--- src/rtl/core/kpec_pkg.sv ---
`default_nettype none

package kpec_pkg;

  localparam int NUM_KEYS_DEFAULT = 18;
  localparam int RAW_KEYS         = 18;
  localparam int FLAG_W           = 18;
  localparam int TIME_W           = 32;
  localparam int THR_W            = 16;
  localparam int KB_W             = 16;
  localparam int CFG_IDX_W        = 2;

  localparam logic [THR_W-1:0] HOLD_RESET  = 16'd50;
  localparam logic [THR_W-1:0] LONG_RESET  = 16'd800;
  localparam logic [THR_W-1:0] SHORT_RESET = 16'd300;

  typedef enum logic [CFG_IDX_W-1:0] {
    CFG_HOLD  = 2'd0,
    CFG_LONG  = 2'd1,
    CFG_SHORT = 2'd2
  } cfg_reg_t;

  typedef struct packed {
    logic [THR_W-1:0] hold;
    logic [THR_W-1:0] long_thr;
    logic [THR_W-1:0] short_thr;
  } thresholds_t;

  typedef struct packed {
    logic              valid;
    logic              last;
    logic              cur;
    logic              prev;
    logic [TIME_W-1:0] now;
    logic [FLAG_W-1:0] levels;
  } issue_t;

  typedef struct packed {
    logic              valid;
    logic [FLAG_W-1:0] held_flags;
    logic [FLAG_W-1:0] long_press_flags;
    logic [FLAG_W-1:0] short_press_flags;
    logic [FLAG_W-1:0] key_levels;
  } result_t;

endpackage

`default_nettype wire

--- src/rtl/core/kpec_if.sv ---
`default_nettype none

interface kpec_in_if;
  logic                        valid;
  logic                        ready;
  logic [kpec_pkg::KB_W-1:0]   keyboard_bits;
  logic                        left_button;
  logic                        right_button;
  logic [kpec_pkg::TIME_W-1:0] now_ms;

  modport source (output valid, keyboard_bits, left_button, right_button, now_ms,
                  input ready);
  modport sink   (input valid, keyboard_bits, left_button, right_button, now_ms,
                  output ready);
endinterface

interface kpec_out_if;
  logic                        valid;
  logic                        ready;
  logic [kpec_pkg::FLAG_W-1:0] held_flags;
  logic [kpec_pkg::FLAG_W-1:0] long_press_flags;
  logic [kpec_pkg::FLAG_W-1:0] short_press_flags;
  logic [kpec_pkg::FLAG_W-1:0] key_levels;

  modport source (output valid, held_flags, long_press_flags, short_press_flags, key_levels,
                  input ready);
  modport sink   (input valid, held_flags, long_press_flags, short_press_flags, key_levels,
                  output ready);
endinterface

interface kpec_cfg_if;
  logic                           valid;
  logic                           ready;
  logic [kpec_pkg::CFG_IDX_W-1:0] index;
  logic [kpec_pkg::THR_W-1:0]     data;

  modport source (output valid, index, data, input ready);
  modport sink   (input valid, index, data, output ready);
endinterface

`default_nettype wire

--- src/rtl/core/key_press_event_classifier.sv ---
// Results pass the key unit's issue register into the output register; a new item
// is accepted as the last key of the current one issues. The press-time RAM is swept
// one key per cycle through its single read port; the last key stalls until output is free.
// A finished result waits in the output register while the next item sweeps.
// Reset (rst, synchronous): thresholds return to 50/800/300 ms, key levels and
// long-press marks clear; press times stay unknown until a press writes them.
`default_nettype none

module key_press_event_classifier #(
  parameter int NUM_KEYS = kpec_pkg::NUM_KEYS_DEFAULT
) (
  input  logic clk,
  input  logic rst,
  kpec_in_if.sink    key_in,
  kpec_out_if.source result_out,
  kpec_cfg_if.sink   cfg
);

  localparam int IW = (NUM_KEYS > 1) ? $clog2(NUM_KEYS) : 1;
  localparam int CW = (NUM_KEYS > kpec_pkg::FLAG_W) ? NUM_KEYS : kpec_pkg::FLAG_W;

  kpec_pkg::thresholds_t thr;
  kpec_pkg::issue_t      iss;
  kpec_pkg::result_t     res;
  kpec_pkg::result_t     out_q;

  logic [kpec_pkg::RAW_KEYS-1:0] raw;
  logic [CW-1:0]                 raw_wide;
  logic [CW-1:0]                 lv_wide;
  logic [NUM_KEYS-1:0]           levels_in;
  logic [NUM_KEYS-1:0]           previous_levels;
  logic [NUM_KEYS-1:0]           it_levels;
  logic [NUM_KEYS-1:0]           it_prev;
  logic [kpec_pkg::TIME_W-1:0]   it_now;
  logic [IW-1:0]                 idx;

  logic active;
  logic last_inflight;
  logic out_valid;
  logic is_last;
  logic out_free;
  logic issue;
  logic accept;

  assign cfg.ready = 1'b1;

  always_ff @(posedge clk) begin
    if (rst) begin
      thr.hold      <= kpec_pkg::HOLD_RESET;
      thr.long_thr  <= kpec_pkg::LONG_RESET;
      thr.short_thr <= kpec_pkg::SHORT_RESET;
    end else if (cfg.valid) begin
      unique case (cfg.index)
        kpec_pkg::CFG_HOLD:  thr.hold      <= cfg.data;
        kpec_pkg::CFG_LONG:  thr.long_thr  <= cfg.data;
        kpec_pkg::CFG_SHORT: thr.short_thr <= cfg.data;
        default: ;
      endcase
    end
  end

  always_comb begin
    raw       = {key_in.keyboard_bits, key_in.right_button, key_in.left_button};
    raw_wide  = CW'(raw);
    levels_in = raw_wide[NUM_KEYS-1:0];
    lv_wide   = CW'(it_levels);
    is_last   = (idx == IW'(NUM_KEYS - 1));
    out_free  = (!out_valid || result_out.ready) && !last_inflight;
    issue     = active && (!is_last || out_free);
    accept    = key_in.valid && key_in.ready;

    iss.valid  = issue;
    iss.last   = is_last;
    iss.cur    = it_levels[idx];
    iss.prev   = it_prev[idx];
    iss.now    = it_now;
    iss.levels = lv_wide[kpec_pkg::FLAG_W-1:0];
  end

  assign key_in.ready = !active || (issue && is_last);

  always_ff @(posedge clk) begin
    if (rst) begin
      active          <= 1'b0;
      previous_levels <= '0;
      last_inflight   <= 1'b0;
      out_valid       <= 1'b0;
    end else begin
      last_inflight <= issue && is_last;
      if (accept) begin
        active          <= 1'b1;
        previous_levels <= levels_in;
      end else if (issue && is_last) begin
        active <= 1'b0;
      end
      if (res.valid) begin
        out_valid <= 1'b1;
      end else if (result_out.ready) begin
        out_valid <= 1'b0;
      end
    end
  end

  always_ff @(posedge clk) begin
    if (accept) begin
      idx       <= '0;
      it_levels <= levels_in;
      it_prev   <= previous_levels;
      it_now    <= key_in.now_ms;
    end else if (issue && !is_last) begin
      idx <= idx + IW'(1);
    end
    if (res.valid) begin
      out_q <= res;
    end
  end

  kpec_key_unit #(
    .NUM_KEYS (NUM_KEYS)
  ) u_key_unit (
    .clk (clk),
    .rst (rst),
    .iss (iss),
    .idx (idx),
    .thr (thr),
    .res (res)
  );

  assign result_out.valid             = out_valid;
  assign result_out.held_flags        = out_q.held_flags;
  assign result_out.long_press_flags  = out_q.long_press_flags;
  assign result_out.short_press_flags = out_q.short_press_flags;
  assign result_out.key_levels        = out_q.key_levels;

  a_out_slot_free: assert property (@(posedge clk) disable iff (rst)
    res.valid |-> (!out_valid || result_out.ready))
    else $error("result overwrote a pending transaction");

  a_accept_at_end: assert property (@(posedge clk) disable iff (rst)
    (accept && active) |-> (issue && is_last))
    else $error("item accepted mid-sweep");

  a_sweep_start: assert property (@(posedge clk) disable iff (rst)
    accept |=> (active && (idx == '0)))
    else $error("sweep did not start at first key");

endmodule

`default_nettype wire

--- src/rtl/core/kpec_key_unit.sv ---
`default_nettype none

module kpec_key_unit #(
  parameter int NUM_KEYS = kpec_pkg::NUM_KEYS_DEFAULT,
  localparam int IW = (NUM_KEYS > 1) ? $clog2(NUM_KEYS) : 1,
  localparam int CW = (NUM_KEYS > kpec_pkg::FLAG_W) ? NUM_KEYS : kpec_pkg::FLAG_W
) (
  input  logic                  clk,
  input  logic                  rst,
  input  kpec_pkg::issue_t      iss,
  input  logic [IW-1:0]         idx,
  input  kpec_pkg::thresholds_t thr,
  output kpec_pkg::result_t     res
);

  localparam int TW = kpec_pkg::TIME_W;
  localparam int ZW = kpec_pkg::TIME_W - kpec_pkg::THR_W;

  logic [TW-1:0] start_ram [NUM_KEYS];
  logic [TW-1:0] rd_data;
  logic [TW-1:0] fwd_data;
  logic [TW-1:0] start_time;
  logic [TW-1:0] dur;
  logic          fwd;

  kpec_pkg::issue_t iss_q;
  logic [IW-1:0]    idx_q;

  logic [NUM_KEYS-1:0] long_reported;
  logic [NUM_KEYS-1:0] held_acc, long_acc, short_acc;
  logic [NUM_KEYS-1:0] held_next, long_next, short_next;
  logic [CW-1:0]       held_wide, long_wide, short_wide;

  logic rising, both, falling;
  logic held_hit, long_hit, short_hit;

  always_ff @(posedge clk) begin
    if (rst) begin
      iss_q <= '0;
    end else begin
      iss_q <= iss;
    end
    idx_q <= idx;
  end

  always_ff @(posedge clk) begin
    if (iss.valid) begin
      rd_data <= start_ram[idx];
    end
    if (rising) begin
      start_ram[idx_q] <= iss_q.now;
    end
    fwd      <= rising && (idx_q == idx);
    fwd_data <= iss_q.now;
  end

  always_comb begin
    start_time = fwd ? fwd_data : rd_data;
    dur        = iss_q.now - start_time;
    rising     = iss_q.valid && iss_q.cur && !iss_q.prev;
    both       = iss_q.valid && iss_q.cur && iss_q.prev;
    falling    = iss_q.valid && !iss_q.cur && iss_q.prev;
    held_hit   = both && (dur >= {{ZW{1'b0}}, thr.hold});
    long_hit   = both && (dur >= {{ZW{1'b0}}, thr.long_thr}) && !long_reported[idx_q];
    short_hit  = falling && (dur < {{ZW{1'b0}}, thr.short_thr});

    held_next  = held_acc;
    long_next  = long_acc;
    short_next = short_acc;
    held_next[idx_q]  = held_hit;
    long_next[idx_q]  = long_hit;
    short_next[idx_q] = short_hit;

    held_wide  = CW'(held_next);
    long_wide  = CW'(long_next);
    short_wide = CW'(short_next);
  end

  always_ff @(posedge clk) begin
    if (iss_q.valid) begin
      held_acc  <= held_next;
      long_acc  <= long_next;
      short_acc <= short_next;
    end
  end

  always_ff @(posedge clk) begin
    if (rst) begin
      long_reported <= '0;
    end else if (rising) begin
      long_reported[idx_q] <= 1'b0;
    end else if (long_hit) begin
      long_reported[idx_q] <= 1'b1;
    end
  end

  assign res.valid             = iss_q.valid && iss_q.last;
  assign res.held_flags        = held_wide[kpec_pkg::FLAG_W-1:0];
  assign res.long_press_flags  = long_wide[kpec_pkg::FLAG_W-1:0];
  assign res.short_press_flags = short_wide[kpec_pkg::FLAG_W-1:0];
  assign res.key_levels        = iss_q.levels;

  a_long_marks: assert property (@(posedge clk) disable iff (rst)
    long_hit |=> long_reported[$past(idx_q)])
    else $error("long press not marked as reported");

  a_press_clears: assert property (@(posedge clk) disable iff (rst)
    rising |=> !long_reported[$past(idx_q)])
    else $error("press did not clear long-reported mark");

  a_sweep_order: assert property (@(posedge clk) disable iff (rst)
    (iss_q.valid && !iss_q.last) |-> (idx == idx_q + IW'(1)))
    else $error("key sweep skipped a key mid-item");

endmodule

`default_nettype wire

--- src/flat_wrapper.sv ---
// flat-port wrapper written by rule: the top's interface ports become plain ports
module key_press_event_classifier_flat 
#(
  parameter int NUM_KEYS = kpec_pkg::NUM_KEYS_DEFAULT
)
  (clk, rst, key_in_valid, key_in_keyboard_bits, key_in_left_button, key_in_right_button, key_in_now_ms, key_in_ready, result_out_valid, result_out_held_flags, result_out_long_press_flags, result_out_short_press_flags, result_out_key_levels, result_out_ready, cfg_valid, cfg_index, cfg_data, cfg_ready);
  kpec_in_if key_in_i ();
  kpec_out_if result_out_i ();
  kpec_cfg_if cfg_i ();
  input  logic clk;
  input  logic rst;
  input wire logic [$bits(key_in_i.valid)-1:0] key_in_valid;
  input wire logic [$bits(key_in_i.keyboard_bits)-1:0] key_in_keyboard_bits;
  input wire logic [$bits(key_in_i.left_button)-1:0] key_in_left_button;
  input wire logic [$bits(key_in_i.right_button)-1:0] key_in_right_button;
  input wire logic [$bits(key_in_i.now_ms)-1:0] key_in_now_ms;
  output wire logic [$bits(key_in_i.ready)-1:0] key_in_ready;
  output wire logic [$bits(result_out_i.valid)-1:0] result_out_valid;
  output wire logic [$bits(result_out_i.held_flags)-1:0] result_out_held_flags;
  output wire logic [$bits(result_out_i.long_press_flags)-1:0] result_out_long_press_flags;
  output wire logic [$bits(result_out_i.short_press_flags)-1:0] result_out_short_press_flags;
  output wire logic [$bits(result_out_i.key_levels)-1:0] result_out_key_levels;
  input wire logic [$bits(result_out_i.ready)-1:0] result_out_ready;
  input wire logic [$bits(cfg_i.valid)-1:0] cfg_valid;
  input wire logic [$bits(cfg_i.index)-1:0] cfg_index;
  input wire logic [$bits(cfg_i.data)-1:0] cfg_data;
  output wire logic [$bits(cfg_i.ready)-1:0] cfg_ready;
  assign key_in_i.valid = key_in_valid;
  assign key_in_i.keyboard_bits = key_in_keyboard_bits;
  assign key_in_i.left_button = key_in_left_button;
  assign key_in_i.right_button = key_in_right_button;
  assign key_in_i.now_ms = key_in_now_ms;
  assign key_in_ready = key_in_i.ready;
  assign result_out_valid = result_out_i.valid;
  assign result_out_held_flags = result_out_i.held_flags;
  assign result_out_long_press_flags = result_out_i.long_press_flags;
  assign result_out_short_press_flags = result_out_i.short_press_flags;
  assign result_out_key_levels = result_out_i.key_levels;
  assign result_out_i.ready = result_out_ready;
  assign cfg_i.valid = cfg_valid;
  assign cfg_i.index = cfg_index;
  assign cfg_i.data = cfg_data;
  assign cfg_ready = cfg_i.ready;
  key_press_event_classifier #(.NUM_KEYS(NUM_KEYS)) u_core (.clk(clk), .rst(rst), .key_in(key_in_i), .result_out(result_out_i), .cfg(cfg_i));
endmodule
--- config.mk ---
export PLATFORM = sky130hd
export DESIGN_NAME = key_press_event_classifier_flat
export DESIGN_NICKNAME = d
export VERILOG_FILES = /design/src/rtl/core/kpec_pkg.sv /design/src/rtl/core/kpec_if.sv /design/src/rtl/core/key_press_event_classifier.sv /design/src/rtl/core/kpec_key_unit.sv /design/src/flat_wrapper.sv
export SDC_FILE = /design/constraint.sdc
export NUM_CORES = 1
export LEC_CHECK = 0
export ABC_AREA = 1
export BUFFER_PORTS_ARGS = -buffer_cell sky130_fd_sc_hd__clkbuf_2
export CORE_UTILIZATION = 45
export CTS_CLUSTER_SIZE = 12
export DETAILED_ROUTE_END_ITERATION = 10
export RECOVER_POWER = 50
export SLEW_MARGIN = 20
export SYNTH_ARGS = -nofsm -noshare
export SYNTH_HDL_FRONTEND = slang
export SYNTH_HIERARCHICAL = 1
export SYNTH_SLANG_ARGS = --single-unit
--- constraint.sdc ---
create_clock -name clk -period 11.4 [get_ports clk]
set_input_delay 0.57 -clock clk [delete_from_list [all_inputs] [get_ports clk]]
set_output_delay 0.57 -clock clk [all_outputs]
set_load 0.03 [all_outputs]
; Word level (Yosys, flattened, before mapping)
; Memory sizes are Yosys's and may differ from the RTL's. A register that Yosys moved wholly into a read port is not among the register bits.
; Cells that the tools add are included.
; W data, S select, Z words.
[totals]
reg_bits = 378
ramBits = 576
input_bits = 73
output_inout_bits = 75
word_cells = 98
n_memories = 1
[op_classes]
n_addsub = 2
n_lt_le_gt_ge = 6
n_eq_ne = 4
muxes = 20
n_bitwise = 3
n_reduce_logical = 34
[mem_list]
columns = memory, words, width, read_ports, rd_ports_with_merged_regs, wr, line_no
row1 = u_core.u_key_unit.start_ram, 18, 32, 1, 1, 1, kpec_key_unit.sv:19  ; logic [TW-1:0] start_ram [NUM_KEYS];
[op_table]
columns = op, n
row1 = $ge A32 B16 Y1, 2
row2 = $bwmux W18, 3
row3 = $mux W18, 2
row4 = $lt A32 B16 Y1, 1
row5 = $mux W32, 1
row6 = $sub A32 B32 Y32, 1
row7 = $and A18 B18 Y18, 1
row8 = $not A18 Y18, 1
row9 = $or A18 B18 Y18, 1
row10 = $logic_and A1 B1 Y1, 17
row11 = $bmux W1 S5, 3
row12 = $lt A5 B6 Y1 const B, 2
row13 = $mux W1, 10
row14 = $logic_not A1 Y1, 7
row15 = $reduce_and A2 Y1, 3
row16 = $reduce_bool A2 Y1, 3
row17 = $add A5 B1 Y5 const B, 1
row18 = $demux W1 S5, 1
row19 = $eq A5 B5 Y1, 1
row20 = $eq A5 B5 Y1 const B, 1
row21 = $ge A5 B1 Y1 const B, 1
row22 = $logic_or A1 B1 Y1, 3
row23 = $eq A2 B1 Y1 const B, 1
row24 = $eq A2 B2 Y1 const B, 1
row25 = $logic_not A2 Y1, 1

; Longest topological paths before layout
[depth]
depth_word = 9
ltp_mapped = 26
ltp_nobuf = 23

; Cells and area by module
; Netlist, hierarchy kept.
[modules_own_cells]
columns = mod, instances, cells_each, area_each_um2, seq_area_each_um2
row1 = kpec_key_unit, 1, 2929, 33079.2, 22081.2
row2 = key_press_event_classifier, 1, 645, 7494.7, 5685.5

; Least setup slack after synthesis
; Ideal clock, no wire load.
[synth_path]
path_kind = register to register
startpoint = register u_core/u_key_unit/iss_q[53] in the netlist's numbering
endpoint = memory u_core/u_key_unit/start_ram[16][0] in the netlist's numbering (enable)
setup_ns = 0.421
arrival_time_ns = 3.887
required_ns = 10.979
setup_slack_ns = 7.091
stages_incl_launch_ff = 6
path_buffers = 1
synth_period_minus_slack_ns = 4.309
cell_sequence = dfxtp_1 -> inv_1 -> nor3_1 -> clkinv_1 -> clkbuf_1 -> nor2_1
[synth_between]
elab_chain_cells = 4
[synth_lines]
columns = element, line_no
row1 = "start, declared", kpec_key_unit.sv:26  ; kpec_pkg::issue_t iss_q;
row2 = "start signal, assigned", kpec_key_unit.sv:41  ; iss_q <= iss;
row3 = $logic_and A1 B1 Y1 (2 in a row), kpec_key_unit.sv:60  ; rising = iss_q.valid && iss_q.cur && !iss_q.prev;
row4 = $mux W1, kpec_key_unit.sv:50  ; if (rising) begin
row5 = $mux W1 (not written as such), kpec_key_unit.sv:51  ; start_ram[idx_q] <= iss_q.now;
row6 = "end, declared", kpec_key_unit.sv:19
; No other way between the ends.

; Worst setup path in the final report
[layout_path]
startpoint = register u_core/u_key_unit/iss_q[53] in the netlist's numbering
endpoint = memory u_core/u_key_unit/start_ram[11][13] in the netlist's numbering (enable)
; The elaborated chain is that of the path after synthesis.

==> out/metrics.csv <==
stage,metric,value,unit
timing,setup_tns,0,ps
floorplan,die_x,302,um
route,routed_wl,104,mm
flow_run,maxCapViolCount,8,
floorplan,coreArea,0.0888,mm2
logic_synthesis,synth_cell_type_count,47,
global_route,track_usage,0.228,
worst_setup_path,cpMaxStageDelayCell,clkbuf_1,
logic_synthesis,yosys.area.top_type,edfxtp_1,
clock_tree,htreeDepth,3,
global_route,grt-ovfl-total,0,
floorplan,die_y,302,um
worst_setup_path,cp_common_cell,buf_4,
logic_synthesis,synth_edf_count,802,
timing,relSlewSlack,-1.39,
pwr,ir_drop,137,uV
finish,area_growth,12.3,%
logic_synthesis,synth_top_area_frac,0.594,
timing,grt_setup_unrepaired,no,
worst_setup_path,crit_chain,clkbuf_1 -> inv_1 -> nor3_1 -> inv_2 -> buf_4 -> nor2_4 -> buf_4,
clock_tree,clockBufferDepth,3,
pwr,p_clk_frac,0.384,
logic_synthesis,synthTopCellsByArea,"edfxtp_1 59%, dfxtp_1 9.1%, nand2_1 5.3%",
floorplan,placementRows,109,
floorplan,dieArea,0.0914,mm2
worst_setup_path,start_kind,flip-flop,
timing,worst_clock_skew,57.8,ps
worst_setup_path,end_kind,flip-flop,
timing,timing_hold_violations_final,0,
logic_synthesis,synth_area,0.0406,mm2
worst_setup_path,critPathKind,flip-flop to flip-flop,
clock_tree,cts_tree,built,
floorplan,start_util,0.457,
timing,post-route-period-util,0.497,
timing,setup-violations-final,0,
pwr,p_per_area,181,mW/mm2
outcome,violations,"capacitance limit, slew limit",
timing,fmaxAchievable,177,MHz
logic_synthesis,synth_seq_cells,986,
route,initialDrtViolationCount,2255,
logic_synthesis,avgSynthCellArea,11.4,um2
placed_design,dp_hpwl,59.0,mm
route,drc,0,
finish,finalNonFillerCells,4945,
pwr,cellLeakagePower,17.0,nW
clock_tree,ctsRootBufferMaster,clkbuf_16,
finish,fin_nets,3851,
worst_setup_path,critPathArrivalTime,5930,ps
finish,postLayoutCellArea,0.0456,mm2
route,drt_pass1_iterations,5,
clock_tree,clock_latency,690,ps
clock_tree,clk_pin_slew,60,ps
route,wl_per_cell,20.9,um
route,ant_nets,0,
global_route,grt_pass1_wl,157,mm
pwr,p_switching,2.13,mW
placed_design,place_area,0.0425,mm2
floorplan,ios,148,
logic_synthesis,syn_inst,3574,
pwr,combPwrFrac,0.122,
route,vias,26700,
finish,antenna_cells,0,
pwr,internal_power,6.11,mW
clock_tree,cts_buffers,101,
placed_design,placement.io_buffers,146,
timing,fin_crit,5660,ps
clock_tree,cts.repair.resized,0,
placed_design,place_congestion,0.923,
global_route,grt_pass1_vias,26000,
timing,maxSlewViolCount,365,
logic_synthesis,ys.flop_type,edfxtp_1,
logic_synthesis,synth_commonest_cells,"802 x edfxtp_1, 572 x nand2_1, 491 x nor2_1",
pwr,switching_share,0.258,
pwr,p_seq_frac,0.494,
logic_synthesis,synthArstFlopShare,0,
timing,worstMarginPinSlew,3590,ps
global_route,grt_max_degree,147,
global_route,antenna_found_initial,2,
worst_setup_path,critical_path_required,11670,ps
outcome,outcome,"finished, violations left",
clock_tree,cts.sinks,986,
clock_tree,postCtsHoldBufs,0,
logic_synthesis,synth_fp_nets,3730,
route,routed_via_density,5.41,
logic_synthesis,ys_warn_count,6,
worst_hold_path,worst_hold_path_type,input pin to flip-flop,
clock_tree,post_cts_buffers,0,
placed_design,placed_cells,4757,
logic_synthesis,synth-seq-area-share,0.684,
worst_setup_path,crit_fanout,56,
worst_setup_path,max_stage_delay,2330,ps
finish,drive_above_1_share,0.0865,
logic_synthesis,synthMostInstantiatedCell,edfxtp_1,
registers in the layout, indices dropped and copies added, names as in the netlist, 32 cells and up, named ones only:
name                         count
u_core/it_now                   32
u_core/thr                      48
u_core/u_key_unit/fwd_data      32
u_core/u_key_unit/iss_q         36
u_core/u_key_unit/rd_data       32
u_core/u_key_unit/start_ram    576
per-stage QoR:
step | power, mW | worst slack (ps) | hold WS [ps] | util
4_1_cts | 8.30 | 6640 | 16.7 | 0.515
3_5_place_dp | 5.15 | 6660 | 391 | 0.479
5_1_grt | 8.58 | 5230 | 38.6 | 0.513
3_3_place_gp | 5.13 | 6760 | 386 | 0.479
2_1_floorplan | 4.83 | 7090 | 405 | -
6_report | 8.23 | 5740 | 56.9 | 0.513
metal layers:
metal | share of wire | global-route usage
met1 | 0.43 | 0.307
met4 | 0.033 | 0.0829
met2 | 0.48 | 0.382
met5 | 0.00011 | 0
met3 | 0.054 | 0.0265
path summary, 6_finish.rpt:
kind / start / endpoint / slack (ps) / depth (start not counted)
worst max-delay path: u_core/u_key_unit/iss_q[53] / u_core/u_key_unit/start_ram[11][13] / 5740 / 7
worst min-delay path: key_in_now_ms[4] / u_core/it_now[4] / 60 / 1
worst max register to register: u_core/u_key_unit/iss_q[53] / u_core/u_key_unit/start_ram[11][13] / 5740 / 7
worst min register to register: u_core/u_key_unit/res[15] / u_core/result_out.key_levels[15] / 400 / 0
critical path, delay by kind of cell (launching register included):
family        cells  cell delay, ps
buf+inv           5            4030
flops             1             310
simple gates      2             740
area by class of cell:
class,count,area (um2)
Clock buffer,166,2880
Clock inverter,22,308
Timing Repair Buffer,200,1000
Tap cell,1165,1460
Multi-Input combinational cell,2040,10800
Inverter,366,1380
Fill cell,7845,43200
Sequential cell,986,27800
power by group through the flow:
| stage | Combinational, mW | Sequential [mW] | Clock, mW |
|---|---|---|---|
| finish | 1.00 | 4.07 | 3.16 |
| global route | 1.15 | 4.08 | 3.36 |
| floorplan | 0.721 | 4.11 | 0 |
| CTS | 1.01 | 4.07 | 3.22 |
| global placement | 0.989 | 4.14 | 0 |
| detailed placement | 1.00 | 4.15 | 0 |
layout by cell type, fill, tap and decap left out, types with 25 or more instances in the layout:
cell type  netlist  routed
clkbuf_1       139     150
nand2_1        572     571
a32oi_1         32      32
mux2i_1         29      29
nand4_1         31      31
o21ai_0        313     313
a21oi_1        104     103
o211ai_1        25      25
o22ai_1         33      33
dfxtp_1        184     179
clkbuf_16        0     102
edfxtp_1       802     802
nor2_1         491     475
ha_1            82      82
clkbuf_2         0      63
nand3_1        121     122
buf_4           20      41
inv_1          357     353
o221ai_1       108     108
logic make-up after synthesis:
logic type               count (synthesis)  share of synthesized area
buffers and inverters                  548                     0.0539
AO/OA/AOI/OAI                          624                     0.0931
adder cells (fa/ha/maj)                 83                     0.0258
XOR/XNOR                                17                    0.00367
other                                    1                  0.0000924
multiplexers                            30                    0.00743
flip-flops                             986                      0.684
AND/OR/NAND/NOR                       1285                      0.132
(Power assumes the default switching activity.)
